File: src/sv/chav_pkg.sv
`default_nettype none

package chav_pkg;

  // Default build parameters.
  localparam int unsigned SAMPLES_DEF      = 8;
  localparam int unsigned CORDIC_STEPS_DEF = 16;
  localparam int unsigned ATAN_LEN         = 24;

  // Field and register widths.
  localparam int unsigned RAWW  = 16;
  localparam int unsigned OFFW  = 12;
  localparam int unsigned GAINW = 16;
  localparam int unsigned MAGW  = 16;
  localparam int unsigned SW    = 17;
  localparam int unsigned FRACW = 16;
  localparam int unsigned CW    = 35;
  localparam int unsigned ZW    = 26;
  localparam int unsigned DW    = 9;
  localparam int unsigned SUMW  = 15;
  localparam int unsigned MEANW = 9;
  localparam int unsigned HALFW = 8;
  localparam int unsigned IDXW  = 2;
  localparam int unsigned CFGW  = 16;

  // Queue between the front and the back.
  localparam int unsigned QDEPTH = 4;

  // Register reset values.
  localparam logic signed [OFFW-1:0] X_OFF_RST = 12'sd15;
  localparam logic signed [OFFW-1:0] Y_OFF_RST = 12'sd85;
  localparam logic [GAINW-1:0]       GAIN_RST  = 16'd60293;

  // Angles in degrees with 16 fraction bits.
  localparam logic signed [ZW-1:0] ZHALF     = 26'sd11796480;
  localparam logic signed [ZW-1:0] ZFULL     = 26'sd23592960;
  localparam logic [DW-1:0]        FULL_TURN = 9'd360;

  typedef enum logic [IDXW-1:0] {
    REG_X_OFFSET  = 2'd0,
    REG_Y_OFFSET  = 2'd1,
    REG_AXIS_GAIN = 2'd2
  } cfg_reg_e;

  typedef struct packed {
    logic signed [SW-1:0] sx;
    logic signed [SW-1:0] sy;
  } axis_t;

  typedef struct packed {
    logic signed [CW-1:0] x;
    logic signed [CW-1:0] y;
    logic signed [ZW-1:0] z;
  } cordic_t;

  typedef struct packed {
    logic full;
    logic empty;
  } q_status_t;

  // atan(2^-i) in degrees, 16 fraction bits, rounded to nearest.
  function automatic logic signed [ZW-1:0] atan_deg(input int unsigned i);
    logic signed [ZW-1:0] a;
    unique case (i)
      0:  a = 26'sd2949120;
      1:  a = 26'sd1740967;
      2:  a = 26'sd919879;
      3:  a = 26'sd466945;
      4:  a = 26'sd234379;
      5:  a = 26'sd117304;
      6:  a = 26'sd58666;
      7:  a = 26'sd29335;
      8:  a = 26'sd14668;
      9:  a = 26'sd7334;
      10: a = 26'sd3667;
      11: a = 26'sd1833;
      12: a = 26'sd917;
      13: a = 26'sd458;
      14: a = 26'sd229;
      15: a = 26'sd115;
      16: a = 26'sd57;
      17: a = 26'sd29;
      18: a = 26'sd14;
      19: a = 26'sd7;
      20: a = 26'sd4;
      21: a = 26'sd2;
      22: a = 26'sd1;
      default: a = '0;
    endcase
    return a;
  endfunction

endpackage

`default_nettype wire

File: src/sv/chav_fifo.sv
`default_nettype none

module chav_fifo #(
  parameter int unsigned DEPTH = chav_pkg::QDEPTH
) (
  input  wire logic                clk_i,
  input  wire logic                rst_ni,
  input  wire logic                push_i,
  input  wire chav_pkg::axis_t     push_data_i,
  input  wire logic                pop_i,
  output chav_pkg::axis_t          pop_data_o,
  output chav_pkg::q_status_t      status_o
);

  localparam int unsigned PW = (DEPTH > 1) ? $clog2(DEPTH) : 1;
  localparam int unsigned LW = $clog2(DEPTH + 1);

  chav_pkg::axis_t mem_q [DEPTH];
  logic [PW-1:0]   wr_ptr_q, rd_ptr_q;
  logic [LW-1:0]   level_q;

  function automatic logic [PW-1:0] ptr_inc(input logic [PW-1:0] p);
    return (p == PW'(DEPTH - 1)) ? '0 : p + PW'(1);
  endfunction

  assign pop_data_o      = mem_q[rd_ptr_q];
  assign status_o.full   = (level_q == LW'(DEPTH));
  assign status_o.empty  = (level_q == '0);

  always_ff @(posedge clk_i or negedge rst_ni) begin
    if (!rst_ni) begin
      wr_ptr_q <= '0;
      rd_ptr_q <= '0;
      level_q  <= '0;
    end else begin
      if (push_i) begin
        wr_ptr_q <= ptr_inc(wr_ptr_q);
      end
      if (pop_i) begin
        rd_ptr_q <= ptr_inc(rd_ptr_q);
      end
      if (push_i && !pop_i) begin
        level_q <= level_q + LW'(1);
      end else if (pop_i && !push_i) begin
        level_q <= level_q - LW'(1);
      end
    end
  end

  always_ff @(posedge clk_i) begin
    if (push_i) begin
      mem_q[wr_ptr_q] <= push_data_i;
    end
  end

endmodule

`default_nettype wire

File: config.mk
export PLATFORM = sky130hd
export DESIGN_NAME = chav_fifo
export DESIGN_NICKNAME = d
export VERILOG_FILES = /design/src/sv/chav_pkg.sv /design/src/sv/chav_fifo.sv
export SDC_FILE = /design/constraint.sdc
export NUM_CORES = 1
export LEC_CHECK = 0
export BUFFER_PORTS_ARGS = -buffer_cell sky130_fd_sc_hd__buf_2
export CAP_MARGIN = 20
export CELL_PAD_IN_SITES_DETAIL_PLACEMENT = 1
export CELL_PAD_IN_SITES_GLOBAL_PLACEMENT = 2
export CORE_MARGIN = 1.5
export CORE_UTILIZATION = 44
export CTS_CLUSTER_SIZE = 40
export DETAILED_ROUTE_END_ITERATION = 8
export HOLD_SLACK_MARGIN = 0.1
export PLACE_DENSITY_LB_ADDON = 0.08
export SLEW_MARGIN = 20
export SYNTH_ARGS = -nofsm -noshare
export SYNTH_HDL_FRONTEND = slang
export SYNTH_SLANG_ARGS = --single-unit
File: constraint.sdc
create_clock -name clk_i -period 2.5 [get_ports clk_i]
set_clock_uncertainty 0.2 [all_clocks]
set_input_delay 0.5 -clock clk_i [delete_from_list [all_inputs] [get_ports clk_i]]
set_output_delay 0.5 -clock clk_i [all_outputs]
set_load 0.05 [all_outputs]
==> reports/qor.csv <==
stage,metric,value,unit
outcome,status,"complete, but fails checks",
outcome,violated checks,setup timing,
clock_network,CTS Buf Count,17,
die,Initial Util,0.449,
run,max cap viols,0,
grt,pin count of the biggest net entering global routing,26,
layout,Finished Layout Cells,502,
clock_network,CTS root buffer,clkbuf_16,
layout,sequential standard cell area,4260,um^2
sta,Peak Freq,396,MHz
clock_network,TritonCTS clock tree,yes,
layout,share of cells above drive strength 1,0.437,
synth,most common cell in the netlist,edfxtp_1,
sta,RSZ-0062 raised after global routing,yes,
detailed_routing,"antenna viol nets, final",0,
sta,Slew HR,0.785,
placed_design,PortBufs,73,
synth,Post-Syn Area,5380,um^2
layout,Util after Layout,0.591,
detailed_routing,vias per cell,5.13,
detailed_routing,DRT Wirelength,10100,um
clock_network,Clock Latency Late Sink,410,ps
synth,YS warnings,0,
sta,Fin. Hold Viols,0,
die,DIE AREA,12900,um^2
sta,actual slew at the worst max-slew pin,322,ps
die,io pins,74,
grt,antenna violations before repair,0,
power,leakage power,0.00253,uW
power,VDD IR-drop max,0.000628,V
worst_hold_path,Hold Path Class,in2reg,
die,Die Width,114,um
layout,synth-to-layout area growth,31.4,%
sta,Final WS setup,-27.1,ps
layout,# diodes,0,
die,core footprint,12000,um^2
grt,GRT Overall Usage,0.169,
synth,Yosys top cell area share,0.760,
sta,Hold WS,111,ps
placed_design,Post-DP Area,5990,um^2
grt,met2 Track Usage GR,0.270,
synth,Mapped Cells,215,
detailed_routing,First DRT Iteration DRCs,99,
detailed_routing,drt pass-1 iters,4,
synth,top_reg_cell synth,edfxtp_1,
critical_path,crit path kind,reg2out,
clock_network,htree depth,4,
power,Power Dens Cells,1350,nW/um^2
layout,fill count,1015,
clock_network,Max clock buf depth,2,
critical_path,CP endpoint kind,primary output,
synth,Yosys top cell by area,edfxtp_1,
detailed_routing,routed via count,2576,
grt,global-route wire length before repair,15700,um
sta,post-route setup TNS,-313,ps
critical_path,Critical Path RT,1800,ps
critical_path,CP Launch Type,flip-flop,
die,row count,40,
synth,Async SR Flop Fraction,0.0490,
synth,synthesized area per cell,25.0,um^2
placed_design,gpl congestion,0.665,
sta,Final Critical Period,2530,ps
layout,Multi-input gate area,996,um^2
clock_network,clk slew on worst S/H paths,50,ps
placed_design,DP Cell Count,440,
grt,GRT Max-Usage Layer,met2,
clock_network,TritonCTS Sinks,143,
sta,"Setup violations, final",17,
sta,fin crit share,1.01,
synth,most area-consuming cells after synthesis,"edfxtp_1 76%, mux4_2 12%, dfrtp_1 3.3%, mux4_1 2.9%, ha_1 1.4%",
die,Die Y-Extent,114,um
synth,register area share after synthesis,0.792,
placed_design,dpl hpwl,6190,um
synth,register bit total from synthesis,143,
synth,distinct cell type count after synthesis,19,
synth,Synth top cells by count,"136 x edfxtp_1, 28 x mux4_2, 7 x dfrtp_1, 6 x ha_1, 6 x mux4_1",
detailed_routing,DRC,0,
grt,M1 GR Usage,0.221,
critical_path,critical path arrival,1830,ps
detailed_routing,Wirelength per Cell,20.2,um
layout,final instance area,7070,um^2
sta,max-slew violations,0,
critical_path,Crit Path Max Fanout,6,
layout,final layout net count,387,
synth,Synth Net Count,260,
synth,Post-synth EDFFs,136,
grt,total congestion overflow,0,
grt,number of global-route vias before repair,2864,
grt,met3 Use GR,0.0457,
layout make-up:
| type | instances | area share |
|---|---|---|
| Inverter | 4 | 0.00213 |
| Timing Repair Buffer | 116 | 0.152 |
| Clock buffer | 21 | 0.0623 |
| Sequential cell | 143 | 0.603 |
| Tap cell | 147 | 0.0260 |
| Multi-Input combinational cell | 60 | 0.141 |
| Clock inverter | 11 | 0.0138 |
state kept, by name, summed over array words and instances, names as in the netlist:
signal,flops
mem_q,136
level_q,3
rd_ptr_q,2
wr_ptr_q,2
cell families after synthesis:
group | count (synthesis) | synth area share
multiplexers | 37 | 0.153
adder cells (fa/ha/maj) | 7 | 0.0177
XOR/XNOR | 3 | 0.00489
AND/OR/NAND/NOR | 11 | 0.0105
AO/OA/AOI/OAI | 2 | 0.00186
flip-flops | 143 | 0.792
buffers and inverters | 12 | 0.0198
path summary, 6_finish.rpt:
| path | slack [ps] | from | cells after the start | endpoint |
|---|---|---|---|---|
| worst max-delay path | -30 | rd_ptr_q[0]$_DFFE_PN0P_ | 4 | pop_data_o[29] |
| worst min-delay path | 110 | push_data_i[31] | 1 | mem_q[2][31]$_DFFE_PP_ |
| worst max register to register | 740 | wr_ptr_q[0]$_DFFE_PN0P_ | 4 | mem_q[2][8]$_DFFE_PP_ |
| worst min register to register | 300 | level_q[2]$_DFFE_PN0P_ | 1 | level_q[2]$_DFFE_PN0P_ |
| max in group asynchronous | 1650 | rst_ni | 2 | rd_ptr_q[1]$_DFFE_PN0P_ |
| min in group asynchronous | 270 | rst_ni | 2 | level_q[2]$_DFFE_PN0P_ |
cell usage in the layout (no fill, tap or decap), types with 4 or more instances in the layout:
master / n
buf_2: 39
clkinv_1: 6
buf_12: 4
dfrtp_1: 5
edfxtp_1: 136
ha_1: 6
and2_2: 4
buf_4: 9
clkbuf_16: 18
inv_1: 4
dlygate4sd3_1: 25
clkbuf_1: 4
mux4_2: 33
buf_6: 36
repair_timing:
action                                 in CTS  in global routing
gates cloned                                1                  1
gates resized for setup                    65                 15
setup endpoints to repair                  32                 34
buffers inserted                            3                  0
endpoints found under the hold margin      97                  0
hold buffers                               25                  0
pin swaps                                   0                  0
report_power, final:
group / internal (uW) / switching, uW / total [uW]
combinational: 1660 / 2310 / 3980
clock: 1440 / 860 / 2300
sequential: 3090 / 147 / 3240
worst max-delay path, stage by stage (launching register included):
cell and delay (ps):
dfrtp_2 420, buf_6 140, buf_12 130, mux4_2 540
buf_6 180
stage by stage:
stage / power (uW) / setup WS [ps]
final: 9510 / -27.1
after global routing: 9870 / -78.3
after CTS: 9480 / -45.8
after detailed placement: 6580 / 283
after global placement: 6530 / 289
after floorplan: 5820 / 201
layer usage:
layer  part of all wire  vias to the layer above
li1                   -                     1159
met1               0.43                     1335
met2               0.51                       69
met3              0.042                       13
met4              0.018                        0
met5                  0                        -
Note: power is estimated with default switching activity, not from simulation.
