===== src/sv/chav_pkg.sv =====
`default_nettype none

package chav_pkg;

  // Default build parameters.
  localparam int unsigned SAMPLES_DEF      = 8;
  localparam int unsigned CORDIC_STEPS_DEF = 16;
  localparam int unsigned ATAN_LEN         = 24;

  // Field and register widths.
  localparam int unsigned RAWW  = 16;
  localparam int unsigned OFFW  = 12;
  localparam int unsigned GAINW = 16;
  localparam int unsigned MAGW  = 16;
  localparam int unsigned SW    = 17;
  localparam int unsigned FRACW = 16;
  localparam int unsigned CW    = 35;
  localparam int unsigned ZW    = 26;
  localparam int unsigned DW    = 9;
  localparam int unsigned SUMW  = 15;
  localparam int unsigned MEANW = 9;
  localparam int unsigned HALFW = 8;
  localparam int unsigned IDXW  = 2;
  localparam int unsigned CFGW  = 16;

  // Queue between the front and the back.
  localparam int unsigned QDEPTH = 4;

  // Register reset values.
  localparam logic signed [OFFW-1:0] X_OFF_RST = 12'sd15;
  localparam logic signed [OFFW-1:0] Y_OFF_RST = 12'sd85;
  localparam logic [GAINW-1:0]       GAIN_RST  = 16'd60293;

  // Angles in degrees with 16 fraction bits.
  localparam logic signed [ZW-1:0] ZHALF     = 26'sd11796480;
  localparam logic signed [ZW-1:0] ZFULL     = 26'sd23592960;
  localparam logic [DW-1:0]        FULL_TURN = 9'd360;

  typedef enum logic [IDXW-1:0] {
    REG_X_OFFSET  = 2'd0,
    REG_Y_OFFSET  = 2'd1,
    REG_AXIS_GAIN = 2'd2
  } cfg_reg_e;

  typedef struct packed {
    logic signed [SW-1:0] sx;
    logic signed [SW-1:0] sy;
  } axis_t;

  typedef struct packed {
    logic signed [CW-1:0] x;
    logic signed [CW-1:0] y;
    logic signed [ZW-1:0] z;
  } cordic_t;

  typedef struct packed {
    logic full;
    logic empty;
  } q_status_t;

  // atan(2^-i) in degrees, 16 fraction bits, rounded to nearest.
  function automatic logic signed [ZW-1:0] atan_deg(input int unsigned i);
    logic signed [ZW-1:0] a;
    unique case (i)
      0:  a = 26'sd2949120;
      1:  a = 26'sd1740967;
      2:  a = 26'sd919879;
      3:  a = 26'sd466945;
      4:  a = 26'sd234379;
      5:  a = 26'sd117304;
      6:  a = 26'sd58666;
      7:  a = 26'sd29335;
      8:  a = 26'sd14668;
      9:  a = 26'sd7334;
      10: a = 26'sd3667;
      11: a = 26'sd1833;
      12: a = 26'sd917;
      13: a = 26'sd458;
      14: a = 26'sd229;
      15: a = 26'sd115;
      16: a = 26'sd57;
      17: a = 26'sd29;
      18: a = 26'sd14;
      19: a = 26'sd7;
      20: a = 26'sd4;
      21: a = 26'sd2;
      22: a = 26'sd1;
      default: a = '0;
    endcase
    return a;
  endfunction

endpackage

`default_nettype wire


===== src/sv/chav_front.sv =====
`default_nettype none

module chav_front (
  input  wire logic                                clk_i,
  input  wire logic                                rst_ni,
  input  wire logic                                cfg_we_i,
  input  wire logic [chav_pkg::IDXW-1:0]           cfg_idx_i,
  input  wire logic [chav_pkg::CFGW-1:0]           cfg_wdata_i,
  input  wire logic                                in_valid_i,
  output logic                                     in_ready_o,
  input  wire logic signed [chav_pkg::RAWW-1:0]    x_raw_i,
  input  wire logic signed [chav_pkg::RAWW-1:0]    y_raw_i,
  input  wire chav_pkg::q_status_t                 q_status_i,
  output logic                                     push_o,
  output chav_pkg::axis_t                          push_data_o
);

  logic signed [chav_pkg::OFFW-1:0] x_off_q, y_off_q;
  logic [chav_pkg::GAINW-1:0]       gain_q;

  logic                         s1_vld_q, s2_vld_q;
  logic                         s1_xneg_q, s1_yneg_q, s2_xneg_q, s2_yneg_q;
  logic [chav_pkg::MAGW-1:0]    s1_xmag_q, s1_ymag_q, s2_xmag_q, s2_ymag_q;

  logic [chav_pkg::SW-1:0]      xsum, ysum, xabs, yabs;
  logic [2*chav_pkg::MAGW-1:0]  xprod, yprod;
  logic                         discard, adv, s1_en;

  always_ff @(posedge clk_i or negedge rst_ni) begin
    if (!rst_ni) begin
      x_off_q <= chav_pkg::X_OFF_RST;
      y_off_q <= chav_pkg::Y_OFF_RST;
      gain_q  <= chav_pkg::GAIN_RST;
    end else if (cfg_we_i) begin
      unique case (chav_pkg::cfg_reg_e'(cfg_idx_i))
        chav_pkg::REG_X_OFFSET:  x_off_q <= cfg_wdata_i[chav_pkg::OFFW-1:0];
        chav_pkg::REG_Y_OFFSET:  y_off_q <= cfg_wdata_i[chav_pkg::OFFW-1:0];
        chav_pkg::REG_AXIS_GAIN: gain_q  <= cfg_wdata_i[chav_pkg::GAINW-1:0];
        default: ;
      endcase
    end
  end

  // Offset add and magnitude; the sum always fits in 16 magnitude bits.
  assign xsum = {x_raw_i[chav_pkg::RAWW-1], x_raw_i}
              + {{(chav_pkg::SW-chav_pkg::OFFW){x_off_q[chav_pkg::OFFW-1]}}, x_off_q};
  assign ysum = {y_raw_i[chav_pkg::RAWW-1], y_raw_i}
              + {{(chav_pkg::SW-chav_pkg::OFFW){y_off_q[chav_pkg::OFFW-1]}}, y_off_q};
  assign xabs = xsum[chav_pkg::SW-1] ? (chav_pkg::SW'(0) - xsum) : xsum;
  assign yabs = ysum[chav_pkg::SW-1] ? (chav_pkg::SW'(0) - ysum) : ysum;

  // Gain multiply, truncating the magnitude toward zero.
  assign xprod = {{chav_pkg::MAGW{1'b0}}, s1_xmag_q} * {{chav_pkg::MAGW{1'b0}}, gain_q};
  assign yprod = {{chav_pkg::MAGW{1'b0}}, s1_ymag_q} * {{chav_pkg::MAGW{1'b0}}, gain_q};

  // A sample whose scaled X is zero leaves the pipeline without a push.
  assign discard    = (s2_xmag_q == '0);
  assign adv        = !s2_vld_q || discard || !q_status_i.full;
  assign s1_en      = !s1_vld_q || adv;
  assign in_ready_o = s1_en;
  assign push_o     = s2_vld_q && !discard && !q_status_i.full;

  assign push_data_o.sx = s2_xneg_q ? (chav_pkg::SW'(0) - {1'b0, s2_xmag_q})
                                    : {1'b0, s2_xmag_q};
  assign push_data_o.sy = s2_yneg_q ? (chav_pkg::SW'(0) - {1'b0, s2_ymag_q})
                                    : {1'b0, s2_ymag_q};

  always_ff @(posedge clk_i or negedge rst_ni) begin
    if (!rst_ni) begin
      s1_vld_q <= 1'b0;
      s2_vld_q <= 1'b0;
    end else begin
      if (s1_en) begin
        s1_vld_q <= in_valid_i;
      end
      if (adv) begin
        s2_vld_q <= s1_vld_q;
      end
    end
  end

  always_ff @(posedge clk_i) begin
    if (s1_en) begin
      s1_xneg_q <= xsum[chav_pkg::SW-1];
      s1_yneg_q <= ysum[chav_pkg::SW-1];
      s1_xmag_q <= xabs[chav_pkg::MAGW-1:0];
      s1_ymag_q <= yabs[chav_pkg::MAGW-1:0];
    end
    if (adv) begin
      s2_xneg_q <= s1_xneg_q;
      s2_yneg_q <= s1_yneg_q;
      s2_xmag_q <= xprod[2*chav_pkg::MAGW-1:chav_pkg::MAGW];
      s2_ymag_q <= yprod[2*chav_pkg::MAGW-1:chav_pkg::MAGW];
    end
  end

endmodule

`default_nettype wire


===== config.mk =====
export PLATFORM = sky130hd
export DESIGN_NAME = chav_front
export DESIGN_NICKNAME = d
export VERILOG_FILES = /design/src/sv/chav_pkg.sv /design/src/sv/chav_front.sv
export SDC_FILE = /design/constraint.sdc
export NUM_CORES = 1
export LEC_CHECK = 0
export ABC_AREA = 1
export BUFFER_PORTS_ARGS = -buffer_cell sky130_fd_sc_hd__buf_4
export CAP_MARGIN = 20
export CORE_ASPECT_RATIO = 0.7
export CORE_UTILIZATION = 30
export DETAILED_ROUTE_END_ITERATION = 8
export GPL_TIMING_DRIVEN = 0
export PLACE_DENSITY_LB_ADDON = 0.12
export SYNTH_ARGS = -nofsm -noshare
export SYNTH_HDL_FRONTEND = slang
export SYNTH_SLANG_ARGS = --single-unit

===== constraint.sdc =====
create_clock -name clk_i -period 8.08 [get_ports clk_i]
set_clock_uncertainty 0.1 [all_clocks]
set_input_delay 0.404 -clock clk_i [delete_from_list [all_inputs] [get_ports clk_i]]
set_output_delay 0.404 -clock clk_i [all_outputs]
set_load 0.01 [all_outputs]

==> metrics.md, run 1 <==
| Metric | Value |
|---|---|
| Vias per inst | `4.51` |
| Remaining antenna violation count | `0` |
| Vias after detailed routing | `20,100` |
| H-Tree Depth | `3` |
| Placed Cells | `4,434` |
| CP Class | `flip-flop to flip-flop` |
| CTS tree | `built` |
| Setup TNS | `0 ps` |
| Headroom to the max-slew limit | `26.8%` |
| Dpl hpwl | `65,800 um` |
| Yosys warnings | `0` |
| Vias in the first global route | `19,800` |
| First-pass GRT wire length | `119,000 um` |
| Fin cells | `4,451` |
| Die X | `344 um` |
| All-Layer GR Usage | `19.1%` |
| Post-Syn Instances | `3,273` |
| Antenna diode count | `0` |
| Maximum root-to-sink buffer count | `2` |
| Setup ws final | `859 ps` |
| Die height | `241 um` |
| Post-Synth Adder-Cell Area | `43.7%` |
| Initial antenna violation count | `2` |
| Final hold vios | `0` |
| Layout cells sized above 1 | `5.14%` |
| Top_reg_cell synth | `edfxtp_1` |
| CTS buffer count | `9` |
| Hold WC Path Type | `input port to flip-flop` |
| GP Congestion | `0.876` |
| Compound-Gate Fraction of Synth Area | `4.97%` |
| Total wire length | `77,000 um` |
| Root Buffer | `clkbuf_16` |
| Mapped Avg Cell Area | `7.51 um2` |
| # IOs | `92` |
| WP data required | `8120 ps` |
| Initial Util | `30.4%` |
| Part of the cycle the worst path needs | `89.4%` |
| Worst-skew pair later-pin latency | `410 ps` |
| TritonCTS Sinks | `110` |
| Routed WL per cell | `17.3 um` |
| Largest family of logic cells by synthesized area | `adder cells` |
| Post-synthesis xor/xnor area fraction | `2.74%` |
| Global route overflow | `0` |
| Critical path peak fanout | `10` |
| Register-to-Register Setup Slack | `860 ps` |
| Ys async rst share | `38.2%` |
| Setup crit end kind | `flip-flop` |
| Post-Syn Nets | `3,955` |
| Pre-CTS setup slack | `988 ps` |
| Iter 0 DRT Violations | `1,442` |
| Mapped cell area | `24,600 um2` |
| Die area | `83,100 um2` |
| Actual slew at the worst max-slew pin | `1100 ps` |
| Multiplexer share of the synthesized area | `0.183%` |
| Yosys cell types | `45` |
| Synthesis-to-layout area growth | `9.70%` |
| Clock-pin slew on the worst setup and hold paths | `100 ps` |
| Register area share after synthesis | `12.7%` |
| Status | `completed` |
| Pin count of the biggest net entering global routing | `43` |
| Peak Freq | `138 MHz` |
| Unrepaired setup endpoints after global routing | `no` |
| Post-synth EDFFs | `68` |
| Crit start category | `flip-flop` |
| Drt pass-1 iters | `5` |
| Final Setup Violations | `0` |
| Max-cap viol count | `0` |
| Synth Register Bits | `110` |
| Core area | `80,800 um2` |
| Fin nets | `4,060` |
| Drt drc | `0` |
| I/O Buffers | `90` |
| Pins Over Slew Limit | `0` |
| Arr. time, crit path | `7260 ps` |
| Simple-gate share of the synthesized area | `20.3%` |
| Site Rows | `87` |
| Fin crit period | `7220 ps` |
[routing by layer]
layer | up-vias | routed length (um) | global-route usage [%]
met5 | - | 17 | 0
met4 | 2 | 881 | 3.15
met3 | 42 | 5090 | 3.36
met2 | 493 | 30300 | 27.1
met1 | 9701 | 40700 | 30.1
li1 | 9820 | - | -
[layout make-up]
class	count	area (um2)
inverters	863	3240
multi-input cells	2164	17700
well taps	1068	1340
fillers	8896	53800
plain buffers	136	534
clock inverters	7	81.3
repair buffers	94	736
flip-flops and latches	110	3110
clock buffers	9	225
[cells by family (layout without fill, tap and decap cells)]
kind of cell    Yosys count  in the layout
mux                       4              4
fa+ha+maj               626            626
simple gates           1235           1235
xor+xnor                 76             76
buf+inv                 999           1109
flops                   110            110
compound gates          223            223
[what timing repair did]
action / CTS / global route
hold endpoints to repair: 25 / 0
resized for setup: 0 / 0
hold buffers: 1 / 0
buffers inserted: 0 / 0
[Yosys cell counts, drive strengths merged (21+ instances only)]
cell type / instances / area [um2]
fa: 388 / 7770
nor3: 23 / 120
a21oi: 91 / 455
nand2: 941 / 3580
xnor2: 27 / 236
dfrtp: 25 / 626
inv: 863 / 3240
nand3: 81 / 450
o21ai: 89 / 445
nor2: 150 / 586
clkbuf: 132 / 497
edfxtp: 68 / 2040
xor2: 49 / 437
nand4: 21 / 131
ha: 238 / 2980
[worst max-delay path, cell delays in order (launching register included)]
cell and delay [ps]:
dfstp_2 520, clkbuf_1 450, clkbuf_1 810, nand2_1 180, fa_1 520, fa_1 510
fa_1 510, inv_1 60, fa_1 490, fa_1 490, inv_1 50, fa_1 500
inv_1 50, ha_1 300, nand2_1 190, inv_1 90, a21oi_1 440, o21ai_0 150
a211oi_1 310, nand2_1 90, nand2_1 60, nand2_1 70
[path summary, 6_finish.rpt]
| kind | startpoint | to | cells after the start |
|---|---|---|---|
| max | gain_q[2] | s2_ymag_q[11] | 21 |
| max reg2reg | gain_q[2] | s2_ymag_q[11] | 21 |
| max in group asynchronous | rst_ni | gain_q[6] | 2 |
| min reg2reg | s1_xneg_q | s2_xneg_q | 0 |
| min in group asynchronous | rst_ni | s2_vld_q | 2 |
| min | in_valid_i | s1_vld_q | 3 |
[stage by stage]
step / area (um2) / hold slack [ps] / util [%]
finish: 27000 / 84.4 / 33.4
global route: 27000 / 97.0 / 33.4
CTS: 27000 / 62.1 / 33.4
detailed placement: 26600 / 305 / 33.0
global placement: 26600 / 317 / 32.9
floorplan: 24600 / 8.41 / -
[layout by cell type (no fill, tap or decap), types with 2 or more instances in the layout]
cell type | netlist | routed
o221ai_1 | 3 | 3
nand2_1 | 923 | 923
buf_6 | 2 | 2
nand3_1 | 72 | 71
o31ai_1 | 2 | 2
nand2_2 | 17 | 17
xor2_1 | 48 | 48
and2_1 | 3 | 3
nor2_2 | 6 | 6
o211ai_1 | 3 | 3
o21ai_0 | 88 | 88
ha_1 | 238 | 238
clkbuf_16 | 0 | 9
nor4_1 | 7 | 7
dfrtp_1 | 25 | 25
fa_1 | 388 | 388
nor2_1 | 143 | 143
a31oi_1 | 10 | 10
xnor2_1 | 27 | 27
o21bai_1 | 3 | 3
nor3_1 | 22 | 22
nand4_1 | 21 | 21
inv_2 | 2 | 2
nand3_2 | 9 | 10
edfxtp_1 | 68 | 68
clkbuf_1 | 131 | 131
dfstp_2 | 17 | 17
inv_1 | 861 | 861
inv_4 | 0 | 2
o21a_1 | 12 | 12
buf_4 | 2 | 92
buf_8 | 0 | 2
mux2_2 | 4 | 4
nand3b_1 | 8 | 8
a21oi_1 | 91 | 91
a211oi_1 | 5 | 5
clkinv_8 | 0 | 2
[state kept, by name (all words and copies together), names as in the netlist, 12 cells and up]
register and flops:
s2_ymag_q 16, s1_xmag_q 16, x_off_q 12, gain_q 16, s2_xmag_q 16, y_off_q 12
s1_ymag_q 16
Power of run 1 is not shown: default switching activity piles up to over one toggle a cycle in this logic, so the estimate is an artifact.
==> run 2: changes to the inputs <==
- ABC_AREA: 1 -> unset
==> run 2 against run 1 <==
Worst hold slack gained 15 ps. Worst setup slack worse by 550 ps. Register-to-register slack worse by 550 ps. Core utilization grew 0.20 points. Flip-flop and latch count did not move. Critical path type unchanged. Largest cell class unchanged.
==> metrics.md, run 2 <==
| Metric | Value |
|---|---|
| Status | `completed` |
| Ys async rst share | `38.2% (unchanged)` |
| Initial antenna violation count | `4 (+2)` |
| All-Layer GR Usage | `18.5% (-0.62 points)` |
| Top_reg_cell synth | `edfxtp_1` |
| Unrepaired setup endpoints after global routing | `no` |
| Worst-skew pair later-pin latency | `410 ps (about the same)` |
| CTS buffer count | `9 (unchanged)` |
| Met2 wire len | `27,300 um (-10%)` |
| Crit start category | `flip-flop` |
| Clock-pin slew on the worst setup and hold paths | `90 ps (about the same)` |
| Actual slew at the worst max-slew pin | `1060 ps (-40.6 ps)` |
| Core area | `73,500 um2 (-9.0%)` |
| Synth top area share | `34.8% (+3.2 points)` |
| CTS tree | `built` |
| Fin nets | `3,151 (-22%)` |
| Hold Path Cell Cnt | `2 (-1)` |
| Area after DPL | `24,300 um2 (-8.7%)` |
| WP data required | `8140 ps (+20 ps)` |
| Die area | `75,500 um2 (-9.1%)` |
| Drt pass-1 iters | `4 (-1)` |
| Part of the cycle the worst path needs | `96.2% (+6.8 points)` |
| Most frequent cells in the layout | `inv_1 (474), fa_1 (388), nand2_1 (307)` |
| Cell mode on critical path | `fa_1` |
| Pin count of the biggest net entering global routing | `43 (unchanged)` |
| Arr. time, crit path | `7830 ps (+570 ps)` |
| Worst Path Buf+Inv | `4 (-2)` |
| Die X | `328 um (-4.6%)` |
| Vias after detailed routing | `16,300 (-19%)` |
| Post-Syn Nets | `3,044 (-23%)` |
| TritonCTS Sinks | `110 (unchanged)` |
| Finished Cell Area | `24,700 um2 (-8.4%)` |
| Mapped cell area | `22,300 um2 (-9.1%)` |
| GP Congestion | `0.860 (-1.9%)` |
| Sequential Area | `3110 um2 (unchanged)` |
| Setup crit end kind | `flip-flop` |
| Maximum root-to-sink buffer count | `2 (unchanged)` |
| # IOs | `92 (unchanged)` |
| Die height | `230 um (-4.6%)` |
| Max-cap viol count | `0 (unchanged)` |
| Critical path peak fanout | `10 (unchanged)` |
| Critical path cell sequence | `clkbuf_1 -> nand2_1 -> fa_1 -> fa_1 -> fa_1 -> inv_1 -> fa_1 -> fa_1 -> inv_1 -> fa_1 -> inv_1 -> ha_1 -> and2_1 -> a2111oi_0 -> o21ai_0 -> nand2_1 -> o211ai_1 -> a221o_1 -> a21oi_1 -> o21bai_1 -> xnor2_1` |
| Yosys cell types | `65 (+44%)` |
| Drt drc | `0 (unchanged)` |
| Final Setup Violations | `0 (unchanged)` |
| Fin crit period | `7770 ps (+550 ps)` |
| Final Util | `33.6% (+0.20 points)` |
| Routed WL per cell | `19.7 um (+14%)` |
| Final hold vios | `0 (unchanged)` |
| Critical path's slowest cell | `clkbuf_1` |
| Top Metal Used | `met4` |
| Area of the multi-input gates | `17,100 um2 (-3.2%)` |
| Layout cells sized above 1 | `8.45% (+3.3 points)` |
| R2R depth | `21 (unchanged)` |
| Synthesis-to-layout area growth | `10.5%` |
| Fillers | `7,755 (-13%)` |
| Mapped Avg Cell Area | `9.45 um2 (+26%)` |
| Root Buffer | `clkbuf_16` |
| Peak Freq | `129 MHz (-7.1%)` |
| Dpl hpwl | `56,800 um (-14%)` |
| Yosys warnings | `0 (unchanged)` |
| Post-synth EDFFs | `68 (unchanged)` |
| Hold WC Path Type | `input port to flip-flop` |
| Post-Syn Instances | `2,362 (-28%)` |
| Vias in the first global route | `16,900 (-15%)` |
| First-pass GRT wire length | `104,000 um (-12%)` |
| Site Rows | `83 (-4.6%)` |
| Most frequent cell after synthesis | `inv_1` |
| Vias per inst | `4.71 (+4.6%)` |
| Area leader, netlist | `fa_1` |
| Global route overflow | `0 (unchanged)` |
| H-Tree Depth | `3 (unchanged)` |
| Register area share after synthesis | `13.9% (+1.3 points)` |
| CP Depth | `21 (unchanged)` |
| Met3 wire len | `4150 um (-19%)` |
| Iter 0 DRT Violations | `971 (-33%)` |
| Total wire length | `68,000 um (-12%)` |
| Synth cell count leaders | `inv_1 (474), fa_1 (388), nand2_1 (307), and2_1 (243), ha_1 (238)` |
| Critical path's largest stage delay | `700 ps (-110 ps)` |
| CP delay by family, top | `adder cells` |
| Wl on met1 | `35,800 um (-12%)` |
| I/O Buffers | `90 (unchanged)` |
| Remaining antenna violation count | `0 (unchanged)` |
| Pins Over Slew Limit | `0 (unchanged)` |
| Synth Register Bits | `110 (unchanged)` |
| Headroom to the max-slew limit | `29.5% (+2.7 points)` |
| Initial Util | `30.4% (-0.052 points)` |
| CP Class | `flip-flop to flip-flop` |
| Ranking of synthesized cells by area | `fa_1 (35%), ha_1 (13%), edfxtp_1 (9.1%), inv_1 (8.0%), and2_1 (6.8%)` |
| Most common cell after layout, fill and taps aside | `inv_1` |
## run 2: cell count changes after synthesis, sizes merged, moves of 36 or more
| cell | change |
|---|---|
| nand2 | -634 |
| inv | -389 |
| and2 | +240 |
| nor2 | -94 |
| nand3 | -69 |
| xnor2 | +49 |
| clkbuf | -47 |
| o21ai | -44 |
| a21oi | -42 |
| mux2 | +36 |
## run 2: path summary, 6_finish.rpt
check | start | endpoint | slack (ps)
max in group asynchronous | rst_ni | gain_q[3] | 6990
hold reg to reg | s1_xneg_q | s2_xneg_q | 330
min in group asynchronous | rst_ni | s1_vld_q | 450
hold / removal | in_valid_i | s1_vld_q | 100
setup / recovery | gain_q[2] | s2_ymag_q[9] | 310
setup reg to reg | gain_q[2] | s2_ymag_q[9] | 310
## run 2: kinds of logic after synthesis
family	after synthesis	share of synthesized area (%)
multiplexers	41	2.06
buffers and inverters	563	9.50
XOR/XNOR	109	4.38
adder cells (fa/ha/maj)	626	48.1
flip-flops	110	13.9
AND/OR/NAND/NOR	711	15.9
AO/OA/AOI/OAI	202	6.12
## run 2: repair_timing
| item | CTS | global route |
|---|---|---|
| setup buffers | 0 | 0 |
| setup endpoints to repair | 3 | 3 |
| resized for setup | 5 | 29 |
| cloned | 0 | 0 |
| hold buffers | 1 | 0 |
| hold endpoints to repair | 25 | 0 |
## run 2: through the flow
stage | setup slack [ps] | cells | hold WS, ps | TNS (ps)
detailed placement | -385 | 3434 | 310 | -838
finish | 309 | 3453 | 98.9 | 0
floorplan | 1440 | 2362 | 8.41 | 0
global placement | -384 | 3429 | 308 | -896
CTS | 175 | 3451 | 75.1 | 0
global route | 1.72 | 3451 | 95.1 | 0
## run 2: final cells by class
type	instances	share of cell area (%)
repair buffers	96	3.10
flip-flops and latches	110	12.6
clock buffers	9	0.912
inverters	474	7.21
well taps	977	4.95
clock inverters	7	0.375
plain buffers	89	1.45
multi-input cells	1689	69.4
diodes	2	0.0203
## run 2: routing by layer
layer / up-vias / global-route usage [%]
li1: 7546 / -
met3: 40 / 3.21
met5: - / 0
met2: 410 / 25.8
met4: 0 / 3.55
met1: 8282 / 29.3
Power of run 2 is left out for the same reason.
